==> config.mk <==
export PLATFORM = sky130hd
export DESIGN_NAME = lin_master_frame_engine
export DESIGN_NICKNAME = d
export VERILOG_FILES = /design/src/rtl/lmfe_pkg.sv /design/src/rtl/lmfe_tx_seq.sv /design/src/rtl/lmfe_rx_capture.sv /design/src/rtl/lin_master_frame_engine.sv
export VERILOG_INCLUDE_DIRS = /design/src /design/src/rtl
export SDC_FILE = /design/constraint.sdc
export NUM_CORES = 1
export LEC_CHECK = 0
export ABC_AREA = 1
export BUFFER_PORTS_ARGS = -buffer_cell sky130_fd_sc_hd__buf_2
export CORE_MARGIN = 1.5
export CORE_UTILIZATION = 55
export CTS_BUF_LIST = sky130_fd_sc_hd__clkbuf_8
export CTS_CLUSTER_DIAMETER = 30
export CTS_CLUSTER_SIZE = 40
export DETAILED_ROUTE_END_ITERATION = 12
export HOLD_SLACK_MARGIN = 0.15
export MAX_ROUTING_LAYER = met4
export PLACE_DENSITY = 0.77
export SLEW_MARGIN = 0
export SYNTH_ARGS = -nofsm -noshare
export SYNTH_HDL_FRONTEND = slang
export SYNTH_SLANG_ARGS = --single-unit
==> constraint.sdc <==
create_clock -name clock -period 10.6 [get_ports clock]
set_input_delay 0.53 -clock clock [delete_from_list [all_inputs] [get_ports clock]]
set_output_delay 0.53 -clock clock [all_outputs]
set_load 0.005 [all_outputs]
==> src/rtl/lin_master_frame_engine_assert.svh <==
// ----------------------------------------------------------------------------
// LIN master frame engine assertion macros
// Short forms for the concurrent checks used in the engine's RTL.
// ----------------------------------------------------------------------------
`ifndef LIN_MASTER_FRAME_ENGINE_ASSERT_SVH
`define LIN_MASTER_FRAME_ENGINE_ASSERT_SVH

// Same-cycle implication, disabled while reset is high.
`define LMFE_ASSERT_SAME(label, clk, rst, ante, cons) \
   label: assert property (@(posedge clk) disable iff (rst) (ante) |-> (cons)) \
      else $error("LIN frame engine check failed");

// Next-cycle implication, disabled while reset is high.
`define LMFE_ASSERT_NEXT(label, clk, rst, ante, cons) \
   label: assert property (@(posedge clk) disable iff (rst) (ante) |=> (cons)) \
      else $error("LIN frame engine check failed");

`endif

==> src/rtl/lmfe_pkg.sv <==
// ----------------------------------------------------------------------------
// LIN master frame engine package
// Shared word types, codes, sizes and the identifier parity and checksum helpers.
// ----------------------------------------------------------------------------
package lmfe_pkg;

   localparam int BufferBytes  = 16;
   localparam int MaxDataBytes = 8;
   localparam int PosWidth     = $clog2(BufferBytes + 1);

   localparam logic [7:0] SYNC_BYTE = 8'h55;

   typedef enum logic {
      ACT_REQUEST = 1'b0,
      ACT_RX_BYTE = 1'b1
   } action_type;

   typedef enum logic [1:0] {
      KIND_BREAK  = 2'd0,
      KIND_TX     = 2'd1,
      KIND_STATUS = 2'd2
   } kind_type;

   typedef enum logic [2:0] {
      ST_PENDING = 3'd0,
      ST_VALID   = 3'd1,
      ST_PIDERR  = 3'd2,
      ST_SUMERR  = 3'd3,
      ST_LENERR  = 3'd4
   } status_type;

   typedef enum logic [2:0] {
      PH_HUNT = 3'd0,
      PH_PID  = 3'd1,
      PH_DATA = 3'd2,
      PH_CSUM = 3'd3,
      PH_DONE = 3'd4
   } phase_type;

   typedef struct packed {
      action_type  action;
      logic [5:0]  frame_id;
      logic [3:0]  data_len;
      logic [63:0] write_data;
      logic [3:0]  expected_len;
      logic [7:0]  rx_byte;
   } req_word_type;

   typedef struct packed {
      kind_type    kind;
      logic [7:0]  tx_byte;
      logic        last;
      status_type  rx_status;
      logic [63:0] payload;
      logic [3:0]  payload_len;
   } rsp_word_type;

   // Control from the top level to the receive capture.
   typedef struct packed {
      logic arm;
      logic take;
   } cap_ctl_type;

   // Position of the transmit sequencer within the current request.
   typedef struct packed {
      logic first;
      logic last;
   } seq_stat_type;

   // Protected identifier: standard P0/P1 parity over the six identifier bits.
   function automatic logic [7:0] lin_pid(input logic [5:0] id);
      logic p0;
      logic p1;
      p0 = id[0] ^ id[1] ^ id[2] ^ id[4];
      p1 = ~(id[1] ^ id[3] ^ id[4] ^ id[5]);
      return {p1, p0, id};
   endfunction

   // Eight-bit sum with the carry wrapped back into bit 0.
   function automatic logic [7:0] sum_add(input logic [7:0] a, input logic [7:0] b);
      logic [8:0] s;
      s = {1'b0, a} + {1'b0, b};
      return s[7:0] + {7'd0, s[8]};
   endfunction

   function automatic logic len_rejected(input logic [3:0] dlen, input logic [3:0] elen);
      return (dlen > 4'(MaxDataBytes)) || (elen > 4'(MaxDataBytes));
   endfunction

endpackage

==> src/rtl/lmfe_tx_seq.sv <==
// ----------------------------------------------------------------------------
// LIN master frame engine transmit sequencer
// Walks through the words of one held request, one word per step.
// ----------------------------------------------------------------------------
module lmfe_tx_seq (
   input  logic                  clock,
   input  logic                  reset,
   input  lmfe_pkg::req_word_type item,
   input  logic                  step,
   output lmfe_pkg::rsp_word_type word,
   output lmfe_pkg::seq_stat_type stat
);

   localparam logic [3:0] IdxBreak = 4'd0;
   localparam logic [3:0] IdxSync  = 4'd1;
   localparam logic [3:0] IdxPid   = 4'd2;
   localparam logic [3:0] IdxData  = 4'd3;

   logic [3:0] idx_ff;
   logic [3:0] idx_in;
   logic [7:0] sum_ff;
   logic [7:0] sum_in;

   logic [7:0] pid;
   logic [2:0] data_sel;
   logic [7:0] data_byte;
   logic [3:0] csum_idx;
   logic       reject;

   always_comb begin
      pid       = lmfe_pkg::lin_pid(item.frame_id);
      data_sel  = 3'(idx_ff - IdxData);
      data_byte = item.write_data[{data_sel, 3'b000} +: 8];
      csum_idx  = IdxData + item.data_len;
      reject    = lmfe_pkg::len_rejected(item.data_len, item.expected_len);

      word             = '0;
      word.kind        = lmfe_pkg::KIND_TX;
      word.rx_status   = lmfe_pkg::ST_PENDING;
      sum_in           = sum_ff;

      if (reject) begin
         word.kind      = lmfe_pkg::KIND_STATUS;
         word.rx_status = lmfe_pkg::ST_LENERR;
         word.last      = 1'b1;
      end else if (idx_ff == IdxBreak) begin
         word.kind = lmfe_pkg::KIND_BREAK;
      end else if (idx_ff == IdxSync) begin
         word.tx_byte = lmfe_pkg::SYNC_BYTE;
      end else if (idx_ff == IdxPid) begin
         word.tx_byte = pid;
         word.last    = (item.data_len == 4'd0);
         sum_in       = pid;
      end else if (idx_ff == csum_idx) begin
         word.tx_byte = ~sum_ff;
         word.last    = 1'b1;
      end else begin
         word.tx_byte = data_byte;
         sum_in       = lmfe_pkg::sum_add(sum_ff, data_byte);
      end

      stat.first = (idx_ff == IdxBreak);
      stat.last  = word.last;

      if (!step) begin
         idx_in = idx_ff;
         sum_in = sum_ff;
      end else if (word.last) begin
         idx_in = IdxBreak;
      end else begin
         idx_in = idx_ff + 4'd1;
      end
   end

   always_ff @(posedge clock) begin
      if (reset) begin
         idx_ff <= IdxBreak;
      end else begin
         idx_ff <= idx_in;
      end
   end

   always_ff @(posedge clock) begin
      sum_ff <= sum_in;
   end

endmodule

==> src/rtl/lmfe_rx_capture.sv <==
// ----------------------------------------------------------------------------
// LIN master frame engine receive capture
// Hunts for sync, checks the identifier echo, gathers data and checks the sum.
// ----------------------------------------------------------------------------
module lmfe_rx_capture (
   input  logic                   clock,
   input  logic                   reset,
   input  lmfe_pkg::req_word_type item,
   input  lmfe_pkg::cap_ctl_type  ctl,
   output lmfe_pkg::rsp_word_type word
);

   lmfe_pkg::phase_type            phase_ff;
   lmfe_pkg::phase_type            phase_in;
   lmfe_pkg::status_type           verdict_ff;
   lmfe_pkg::status_type           verdict_in;
   logic [lmfe_pkg::PosWidth-1:0]  pos_ff;
   logic [lmfe_pkg::PosWidth-1:0]  pos_in;
   logic [7:0]                     pid_ff;
   logic [7:0]                     pid_in;
   logic [3:0]                     len_ff;
   logic [3:0]                     len_in;
   logic [3:0]                     idx_ff;
   logic [3:0]                     idx_in;
   logic [7:0]                     sum_ff;
   logic [7:0]                     sum_in;
   logic [63:0]                    cap_ff;
   logic [63:0]                    cap_in;

   logic [7:0] b;

   always_ff @(posedge clock) begin
      if (reset) begin
         phase_ff   <= lmfe_pkg::PH_HUNT;
         verdict_ff <= lmfe_pkg::ST_PENDING;
         pos_ff     <= '0;
         pid_ff     <= '0;
         len_ff     <= '0;
         idx_ff     <= '0;
         sum_ff     <= '0;
         cap_ff     <= '0;
      end else begin
         phase_ff   <= phase_in;
         verdict_ff <= verdict_in;
         pos_ff     <= pos_in;
         pid_ff     <= pid_in;
         len_ff     <= len_in;
         idx_ff     <= idx_in;
         sum_ff     <= sum_in;
         cap_ff     <= cap_in;
      end
   end

   always_comb begin
      b          = item.rx_byte;
      phase_in   = phase_ff;
      verdict_in = verdict_ff;
      pos_in     = pos_ff;
      pid_in     = pid_ff;
      len_in     = len_ff;
      idx_in     = idx_ff;
      sum_in     = sum_ff;
      cap_in     = cap_ff;

      if (ctl.arm) begin
         // A new request clears the capture and rearms it.
         phase_in   = lmfe_pkg::PH_HUNT;
         verdict_in = lmfe_pkg::ST_PENDING;
         pos_in     = '0;
         idx_in     = '0;
         sum_in     = '0;
         cap_in     = '0;
         if (lmfe_pkg::len_rejected(item.data_len, item.expected_len)) begin
            phase_in   = lmfe_pkg::PH_DONE;
            verdict_in = lmfe_pkg::ST_LENERR;
         end else begin
            pid_in = lmfe_pkg::lin_pid(item.frame_id);
            len_in = item.expected_len;
         end
      end else if (ctl.take && phase_ff != lmfe_pkg::PH_DONE &&
                   pos_ff < lmfe_pkg::PosWidth'(lmfe_pkg::BufferBytes)) begin
         pos_in = pos_ff + lmfe_pkg::PosWidth'(1);
         unique case (phase_ff)
            lmfe_pkg::PH_HUNT: begin
               if (b == lmfe_pkg::SYNC_BYTE) begin
                  phase_in = lmfe_pkg::PH_PID;
               end
            end
            lmfe_pkg::PH_PID: begin
               if (b != pid_ff) begin
                  verdict_in = lmfe_pkg::ST_PIDERR;
                  phase_in   = lmfe_pkg::PH_DONE;
               end else begin
                  sum_in   = pid_ff;
                  idx_in   = '0;
                  phase_in = (len_ff == 4'd0) ? lmfe_pkg::PH_CSUM : lmfe_pkg::PH_DATA;
               end
            end
            lmfe_pkg::PH_DATA: begin
               for (int k = 0; k < 8; k++) begin
                  if (idx_ff[2:0] == 3'(k)) begin
                     cap_in[8*k +: 8] = cap_ff[8*k +: 8] | b;
                  end
               end
               sum_in = lmfe_pkg::sum_add(sum_ff, b);
               idx_in = idx_ff + 4'd1;
               if (idx_in >= len_ff) begin
                  phase_in = lmfe_pkg::PH_CSUM;
               end
            end
            lmfe_pkg::PH_CSUM: begin
               verdict_in = (~sum_ff == b) ? lmfe_pkg::ST_VALID : lmfe_pkg::ST_SUMERR;
               phase_in   = lmfe_pkg::PH_DONE;
            end
            default: begin
               phase_in = phase_ff;
            end
         endcase
      end

      // Status word reflects the capture after this byte.
      word           = '0;
      word.kind      = lmfe_pkg::KIND_STATUS;
      word.last      = 1'b1;
      word.rx_status = verdict_in;
      if (verdict_in == lmfe_pkg::ST_VALID) begin
         word.payload     = cap_in;
         word.payload_len = len_in;
      end
   end

endmodule

==> src/rtl/lin_master_frame_engine.sv <==
// ----------------------------------------------------------------------------
// LIN master frame engine
// Builds LIN master headers and write frames, and checks received responses.
// ----------------------------------------------------------------------------
// Usage. Words arrive on the req_ channel (valid/stall). A request word
// (action 0) produces a break marker, the sync byte, the protected identifier
// and, if data_len is not zero, the write bytes and their enhanced checksum,
// one rsp_ word per cycle while the output is not stalled, the final one
// flagged by last. It also rearms the receive capture. A request with a
// length above eight gives a single length-rejected status word instead. A
// received-byte word (action 1) gives exactly one status word.
// Each input word waits in the holding register, and its result words pass
// through the output register. Throughput: one result word per cycle while
// rsp_stall allows. A received-byte word gives one result word; a request
// gives one (rejected) up to twelve, as a single holding register feeds the
// output register. The next input word is taken in the same cycle as the
// last word of the previous one moves to the output register.
// Reset clears the capture: armed identifier and length are zero and the
// verdict is pending. While rsp_stall is high the output word holds, and
// the held input word waits behind it. req_stall is high whenever a word is
// held and does not hand its last result word over in this cycle, so it
// stays high through all but the final word of a request and for as long as
// a full output register is stalled.
// ----------------------------------------------------------------------------
`include "lin_master_frame_engine_assert.svh"

module lin_master_frame_engine (
   input  logic                   clock,
   input  logic                   reset,
   input  logic                   req_valid,
   output logic                   req_stall,
   input  lmfe_pkg::req_word_type req_word,
   output logic                   rsp_valid,
   input  logic                   rsp_stall,
   output lmfe_pkg::rsp_word_type rsp_word
);

   // Holding register for the input word currently being worked on.
   logic                   slot_valid_ff;
   logic                   slot_valid_in;
   lmfe_pkg::req_word_type slot_ff;

   // Output register.
   logic                   rsp_valid_ff;
   logic                   rsp_valid_in;
   lmfe_pkg::rsp_word_type rsp_word_ff;
   lmfe_pkg::rsp_word_type rsp_word_in;

   lmfe_pkg::rsp_word_type seq_word;
   lmfe_pkg::seq_stat_type seq_stat;
   lmfe_pkg::rsp_word_type cap_word;
   lmfe_pkg::cap_ctl_type  cap_ctl;

   logic is_rx;
   logic out_load;
   logic step;
   logic word_last;
   logic req_accept;

   lmfe_tx_seq u_tx_seq (
      .clock (clock),
      .reset (reset),
      .item  (slot_ff),
      .step  (step && !is_rx),
      .word  (seq_word),
      .stat  (seq_stat)
   );

   lmfe_rx_capture u_rx_capture (
      .clock (clock),
      .reset (reset),
      .item  (slot_ff),
      .ctl   (cap_ctl),
      .word  (cap_word)
   );

   always_comb begin
      is_rx     = (slot_ff.action == lmfe_pkg::ACT_RX_BYTE);
      // The output register may load whenever it is empty or being drained.
      out_load  = !rsp_valid_ff || !rsp_stall;
      step      = slot_valid_ff && out_load;
      word_last = is_rx || seq_stat.last;

      // The capture is rearmed as a request's first word leaves, and takes a
      // received byte as its status word leaves, so it follows word order.
      cap_ctl.arm  = step && !is_rx && seq_stat.first;
      cap_ctl.take = step && is_rx;

      req_stall  = slot_valid_ff && !(step && word_last);
      req_accept = req_valid && !req_stall;

      if (req_accept) begin
         slot_valid_in = 1'b1;
      end else if (step && word_last) begin
         slot_valid_in = 1'b0;
      end else begin
         slot_valid_in = slot_valid_ff;
      end

      rsp_valid_in = out_load ? step : rsp_valid_ff;
      rsp_word_in  = is_rx ? cap_word : seq_word;
   end

   always_ff @(posedge clock) begin
      if (reset) begin
         slot_valid_ff <= 1'b0;
         rsp_valid_ff  <= 1'b0;
      end else begin
         slot_valid_ff <= slot_valid_in;
         rsp_valid_ff  <= rsp_valid_in;
      end
   end

   // Payload registers carry no reset.
   always_ff @(posedge clock) begin
      if (req_accept) begin
         slot_ff <= req_word;
      end
      if (out_load && step) begin
         rsp_word_ff <= rsp_word_in;
      end
   end

   assign rsp_valid = rsp_valid_ff;
   assign rsp_word  = rsp_word_ff;

   `LMFE_ASSERT_NEXT(a_slot_frees, clock, reset, step && word_last && !req_accept, !slot_valid_ff)
   `LMFE_ASSERT_NEXT(a_step_fills_out, clock, reset, step, rsp_valid_ff)
   `LMFE_ASSERT_SAME(a_status_is_last, clock, reset, rsp_valid_ff && rsp_word_ff.kind == lmfe_pkg::KIND_STATUS, rsp_word_ff.last)
   `LMFE_ASSERT_SAME(a_payload_only_valid, clock, reset, rsp_valid_ff && rsp_word_ff.rx_status != lmfe_pkg::ST_VALID, rsp_word_ff.payload == 64'd0 && rsp_word_ff.payload_len == 4'd0)

endmodule

# Yosys cells after proc, flatten, opt, wreduce, memory -nomap -nowiden
# Index checks and enable logic that the tools add are counted.
# W data, S select, Z words.
[word_totals]
reg_bits = 282
input_bits = 91
output_inout_bits = 84
wordCells = 162
[op_classes]
n_addsub = 9
magnitude_cmp = 4
eq_ne = 22
n_shift = 1
n_mux = 45
bitwise_logic = 20
n_reduce_logical = 36
[op_table]
columns = ["cell", "count"]
rows = [
  ["$mux W64", 3],
  ["$mux W8", 12],
  ["$mux W71", 1],
  ["$mux W68", 1],
  ["$or A8 B8 Y8", 8],
  ["$shiftx A64 B7 Y8", 1],
  ["$mux W3", 9],
  ["$add A8 B8 Y9", 2],
  ["$add A8 B1 Y8", 2],
  ["$mux W4", 4],
  ["$not A8 Y8", 2],
  ["$pmux W8 S2", 1],
  ["$eq A3 B2 Y1 const B", 4],
  ["$eq A3 B3 Y1 const B", 4],
  ["$logic_not A4 Y1", 3],
  ["$pmux W3 S4", 1],
  ["$logic_and A1 B1 Y1", 10],
  ["$eq A3 B1 Y1 const B", 3],
  ["$mux W9", 1],
  ["$add A4 B1 Y4 const B", 2],
  ["$eq A8 B7 Y1 const B", 1],
  ["$eq A8 B8 Y1", 1],
  ["$gt A4 B4 Y1 const B", 2],
  ["$mux W1", 8],
  ["31 further kinds", 51],
]

# Logic depth before layout (Yosys ltp)
[depth]
ltp_word = 15
depth_mapped = 29
depth_no_buf = 26

# Hierarchy
# A second synthesis with hierarchy kept.
[hier_totals]
hier_cells = 1607
area_unflattened_um2 = 14168.6
[by_module_without_submodules]
columns = ["module", "instances", "cells_per_inst", "area_per_inst_um2", "seq_area_each_um2"]
rows = [
  ["lin_master_frame_engine", 1, 449, 6223.5, 5114.9],
  ["lmfe_rx_capture", 1, 724, 5301.3, 1981.9],
  ["lmfe_tx_seq", 1, 434, 2643.8, 320.3],
]

# Worst setup path before layout
# OpenSTA, ideal clock, no wires.
[synth_path]
kind = "flip-flop to flip-flop"
from = "register u_tx_seq.idx_ff[0]"
to = "register slot_ff (netlist bit is_rx) (enable)"
setup_ps = 534
t_arrival_ps = 5517
required_time_ps = 10066
path_slack_ps = 4549
stages_incl_launch_ff = 14
path_buffers = 2
synth_period_minus_slack_ps = 6051
cell_sequence = "dfxtp_1 > buf_2 > inv_2 > clkbuf_1 > ha_1 > nand2_1 > clkinv_1 > o21ai_0 > nand3_1 > nand2_1 > nand2_1 > nand2_1 > inv_1 > nor2_1"
[synth_via]
elab_chain_cells = 12
word_cells_on_any_way = 15
classes_between = "3 x eq/ne; 5 x mux; 7 x reduce/logical"
[synth_lines]
columns = ["item", "line", "text"]
rows = [
  ["from (decl)", "lmfe_tx_seq.sv:19", "logic [3:0] idx_ff;"],
  ["from (signal assigned)", "lmfe_tx_seq.sv:77", "idx_ff <= IdxBreak;"],
  ["from (signal assigned)", "lmfe_tx_seq.sv:79", "idx_ff <= idx_in;"],
  ["$eq A4 B4 Y1", "lmfe_tx_seq.sv:54", "end else if (idx_ff == csum_idx) begin"],
  ["$mux W1", "lmfe_tx_seq.sv:54", ""],
  ["$mux W9", "lmfe_tx_seq.sv:50", "end else if (idx_ff == IdxPid) begin"],
  ["$mux W1", "lmfe_tx_seq.sv:48", "end else if (idx_ff == IdxSync) begin"],
  ["$mux W1 (*)", "lmfe_tx_seq.sv:46", "end else if (idx_ff == IdxBreak) begin"],
  ["$mux W1 (*)", "lmfe_tx_seq.sv:42", "if (reject) begin"],
  ["$logic_or A1 B1 Y1 (*)", "lin_master_frame_engine.sv:82", "word_last = is_rx || seq_stat.last;"],
  ["$logic_and A1 B1 Y1 (*)", "lin_master_frame_engine.sv:89", "req_stall = slot_valid_ff && !(step && word_last);"],
  ["$logic_not A1 Y1 (*)", "lin_master_frame_engine.sv:89", ""],
  ["$logic_and A1 B1 Y1 (*)", "lin_master_frame_engine.sv:89", ""],
  ["named net req_stall", "lin_master_frame_engine.sv:31", "output logic req_stall,"],
  ["$logic_not A1 Y1 (*)", "lin_master_frame_engine.sv:90", "req_accept = req_valid && !req_stall;"],
  ["$logic_and A1 B1 Y1 (*)", "lin_master_frame_engine.sv:90", ""],
  ["named net req_accept", "lin_master_frame_engine.sv:58", "logic req_accept;"],
  ["to (signal assigned)", "lin_master_frame_engine.sv:117", "slot_ff <= req_word;"],
  ["to (decl)", "lin_master_frame_engine.sv:41", "lmfe_pkg::req_word_type slot_ff;"],
]
# Mark *: on every way through the listed nets, which the timed path passes. The rest lies on a longest branch.
# A chain may end at the register's enable or synchronous reset.

# Worst setup path in the final report
[layout_path]
from = "register u_tx_seq.idx_ff[0]"
to = "register u_tx_seq.sum_ff[6], data pin"
[layout_via]
elab_chain_cells = 6
word_cells_on_any_way = 7
classes_between = "3 x add/sub; 1 x eq/ne; 1 x shift; 2 x mux"
[layout_lines]
columns = ["item", "line", "text"]
rows = [
  ["$sub A3 B2 Y3", "lmfe_tx_seq.sv:32", "data_sel = 3'(idx_ff - IdxData);"],
  ["$shiftx A64 B7 Y8", "lmfe_tx_seq.sv:33", "data_byte = item.write_data[{data_sel, 3'b000} +: 8];"],
  ["$add A8 B8 Y9", "lmfe_pkg.sv:82", "s = {1'b0, a} + {1'b0, b};"],
  ["$add A8 B1 Y8", "lmfe_pkg.sv:83", "return s[7:0] + {7'd0, s[8]};"],
  ["$mux W8", "lmfe_tx_seq.sv:54", ""],
  ["$mux W8 (*)", "lmfe_tx_seq.sv:50", ""],
  ["to (signal assigned)", "lmfe_tx_seq.sv:84", "sum_ff <= sum_in;"],
  ["to (decl)", "lmfe_tx_seq.sv:21", "logic [7:0] sum_ff;"],
]
# Every way passes the cells marked *; elsewhere a longest branch is shown, timed or not. The select of a mux whose other input is x is not followed.

==> flow_metrics.env <==
export IMPL_run_status="finished, final reports clean"
export IMPL_areaGrowthSynthToFinish_pct=24.8
export IMPL_vias=9781
export IMPL_port_buffers=174
export IMPL_grt_pass1_wl_um=50400
export IMPL_timing_hold_ws_ns=0.212
export IMPL_r2r_cells=25
export IMPL_die_area_sq_mm=0.0233
export IMPL_clock_fmax_mhz=219
export IMPL_ios=175
export IMPL_timing_final_crit_period_ns=4.57
export IMPL_root_buffer="clkbuf_8"
export IMPL_drcViolationCount=0
export IMPL_path_clk_slew_ns=0.07
export IMPL_wl_per_cell_um=17.3
export IMPL_cp_slowest_cell="inv_1"
export IMPL_num_rows=54
export IMPL_cap_viol_max_count=0
export IMPL_first_pass_iters=5
export IMPL_hold_class="primary input to flop"
export IMPL_hold_viol=0
export IMPL_holdBufCountCts=86
export IMPL_cts_tree="done"
export IMPL_drv_slew=0
export IMPL_place_hpwl_um=20100
export IMPL_yosys_area_top_type="edfxtp_1"
export IMPL_design_area_sq_mm=0.0154
export IMPL_final_common_cell="edfxtp_1"
export IMPL_grt_pass1_vias=9869
export IMPL_synth_area_leaders="edfxtp_1 43%, dfxtp_1 17%, nor2_1 5.2%, nand2_1 5.2%, inv_1 4.0%"
export IMPL_skew_ns=0.0463
export IMPL_multiInputGateArea_sq_mm=0.00418
export IMPL_clockPowerShare_pct=43.7
export IMPL_p_sw_mw=0.648
export IMPL_grt_max_degree=88
export IMPL_finalSetupTns_ns=0
export IMPL_die_y_um=153
export IMPL_ys_types=51
export IMPL_critPathMaxStageDelay_ns=0.50
export IMPL_gp_congestion=0.917
export IMPL_cts_inserted_buffers=47
export IMPL_syn_nets=1358
export IMPL_cts_resized=0
export IMPL_peakVddDrop_mv=0.161
export IMPL_cp_start_kind="flop"
export IMPL_core_sq_mm=0.0219
export IMPL_cp_common_cell="nand2_1"
export IMPL_ys_seq_area_share_pct=60.2
export IMPL_drive_above_1_share_pct=19.9
export IMPL_synth_top_area_share_pct=43.2
export IMPL_synth_area_sq_mm=0.0123
export IMPL_start_util_pct=56.2
export IMPL_worstPathArrival_ns=4.89
export IMPL_crit_fanout=37
export IMPL_setup_viol=0
export IMPL_dpl_worst_slack_ns=6.15
export IMPL_seq_area_sq_mm=0.00742
export IMPL_post_synth_inst_count=1229
export IMPL_crit_family="simple AND/OR/NAND/NOR gates"
export IMPL_worst_pin_slew_ns=1.12
export IMPL_path_depth=25
export IMPL_instances_no_fill=1821
export IMPL_overflow=0
export IMPL_path_buf_inv=3
export IMPL_min_path_cells=1
export IMPL_comb_power_share_pct=8.0
export IMPL_final_cell_mix="177 x edfxtp_1, 174 x buf_2, 171 x nor2_1, 169 x nand2_1, 135 x inv_1"
export IMPL_synth_warning_count=0
export IMPL_synthFlopType="edfxtp_1"
export IMPL_cp_required_ns=10.93
export IMPL_ys_ff_latch=282
export IMPL_synth_edf_count=177
export IMPL_ant_nets=0
export IMPL_htree_levels=2
export IMPL_antenna_found_initial=2
export IMPL_place_area_sq_mm=0.0134
export IMPL_die_x_um=153
export IMPL_n_fill_cell=1572
export IMPL_cts_buffer_depth=3
export IMPL_min_period_over_period_pct=43.1
export IMPL_dp_cells=1646
export IMPL_p_sw_share_pct=25.4
export IMPL_via_per_inst=5.37
export IMPL_worst_setup_path_type="flop to flop"
export IMPL_rsz0062_at_grt="false"
export IMPL_power_density_mw_per_mm2=166
export IMPL_cts_sinks=282
export IMPL_p_seq_share_pct=48.3
export IMPL_nets=1630
export IMPL_post_cts_buffers=0
export IMPL_synthArstFlopShare_pct=0
export IMPL_power_internal_mw=1.90
export IMPL_setup_ws_ns=6.03
export IMPL_synth_avg_cell_area_sq_um=10.0
export IMPL_drt_initial_drc_count=719
export IMPL_clkLatencyLatePin_ns=0.60
export IMPL_finalPower_mw=2.55
export IMPL_slew_headroom_pct=25.5
export IMPL_end_kind="flop"
export IMPL_grt_usage_pct=28.0
export IMPL_routed_wl_um=31500
export IMPL_final_util_pct=70.2
export IMPL_p_leak_nw=6.18
## power groups by stage
stage | sequential (mW) | combinational [mW] | clock, mW
after floorplan | 1.25 | 0.110 | 0
after global placement | 1.25 | 0.172 | 0
after detailed placement | 1.25 | 0.174 | 0
after CTS | 1.23 | 0.199 | 1.13
after global routing | 1.23 | 0.226 | 1.18
final | 1.23 | 0.203 | 1.12
## final cells by class
cell class	count	area share (%)
Clock inverter	38	2.87
Inverter	141	3.45
Clock buffer	49	4.39
Antenna cell	2	0.0326
Multi-Input combinational cell	763	27.2
Tap cell	280	2.28
Timing Repair Buffer	266	11.6
Sequential cell	282	48.3
## path summary, 6_finish.rpt
path	from	slack (ns)	endpoint
worst min register to register	u_rx_capture.cap_ff[0]	0.47	u_rx_capture.cap_ff[0]
worst max register to register	u_tx_seq.idx_ff[0]	6.03	u_tx_seq.sum_ff[6]
worst max-delay path	u_tx_seq.idx_ff[0]	6.03	u_tx_seq.sum_ff[6]
worst min-delay path	req_word[11]	0.21	slot_ff[11]
## kinds of logic (layout without fill, tap and decap cells)
| family | count (synthesis) | count (layout) | synth area share [%] |
|---|---|---|---|
| adder cells (fa/ha/maj) | 38 | 38 | 3.98 |
| multiplexers | 4 | 4 | 0.325 |
| XOR/XNOR | 22 | 22 | 1.56 |
| other | 0 | 2 | 0 |
| buffers and inverters | 184 | 494 | 6.03 |
| AO/OA/AOI/OAI | 222 | 222 | 10.5 |
| flip-flops | 282 | 282 | 60.2 |
| AND/OR/NAND/NOR | 477 | 477 | 17.4 |
## metal layers
metal  part of all wire, %  up-vias  GRT usage [%]  routed length (um)
li1                      -     4709              -                   -
met3                   7.3       80           5.12                2290
met2                    50      440           47.6               15700
met1                    39     4552           32.9               12400
met5                     0        -              -                   0
met4                   3.5        0           11.3                1110
## synth_stat cells (15+ instances only)
cell	n
edfxtp_1	177
nor2_1	172
nand2_1	169
inv_1	130
dfxtp_1	105
o21ai_0	74
a21oi_1	72
nor3_1	53
o21bai_1	41
ha_1	36
nand3_1	34
clkbuf_1	26
nor3_2	21
xnor2_1	15
## state kept, by name (all words and copies together), names as in the netlist, 3 cells and up
signal and cells:
u_rx_capture.sum_ff 8, u_rx_capture.pid_ff 8, u_rx_capture.len_ff 4, u_rx_capture.phase_ff 3, u_tx_seq.idx_ff 4, rsp_word 82, u_tx_seq.sum_ff 8, u_rx_capture.idx_ff 4
u_rx_capture.verdict_ff 3, slot_ff 86, u_rx_capture.pos_ff 5, u_rx_capture.cap_ff 64
(Power assumes the default switching activity.)
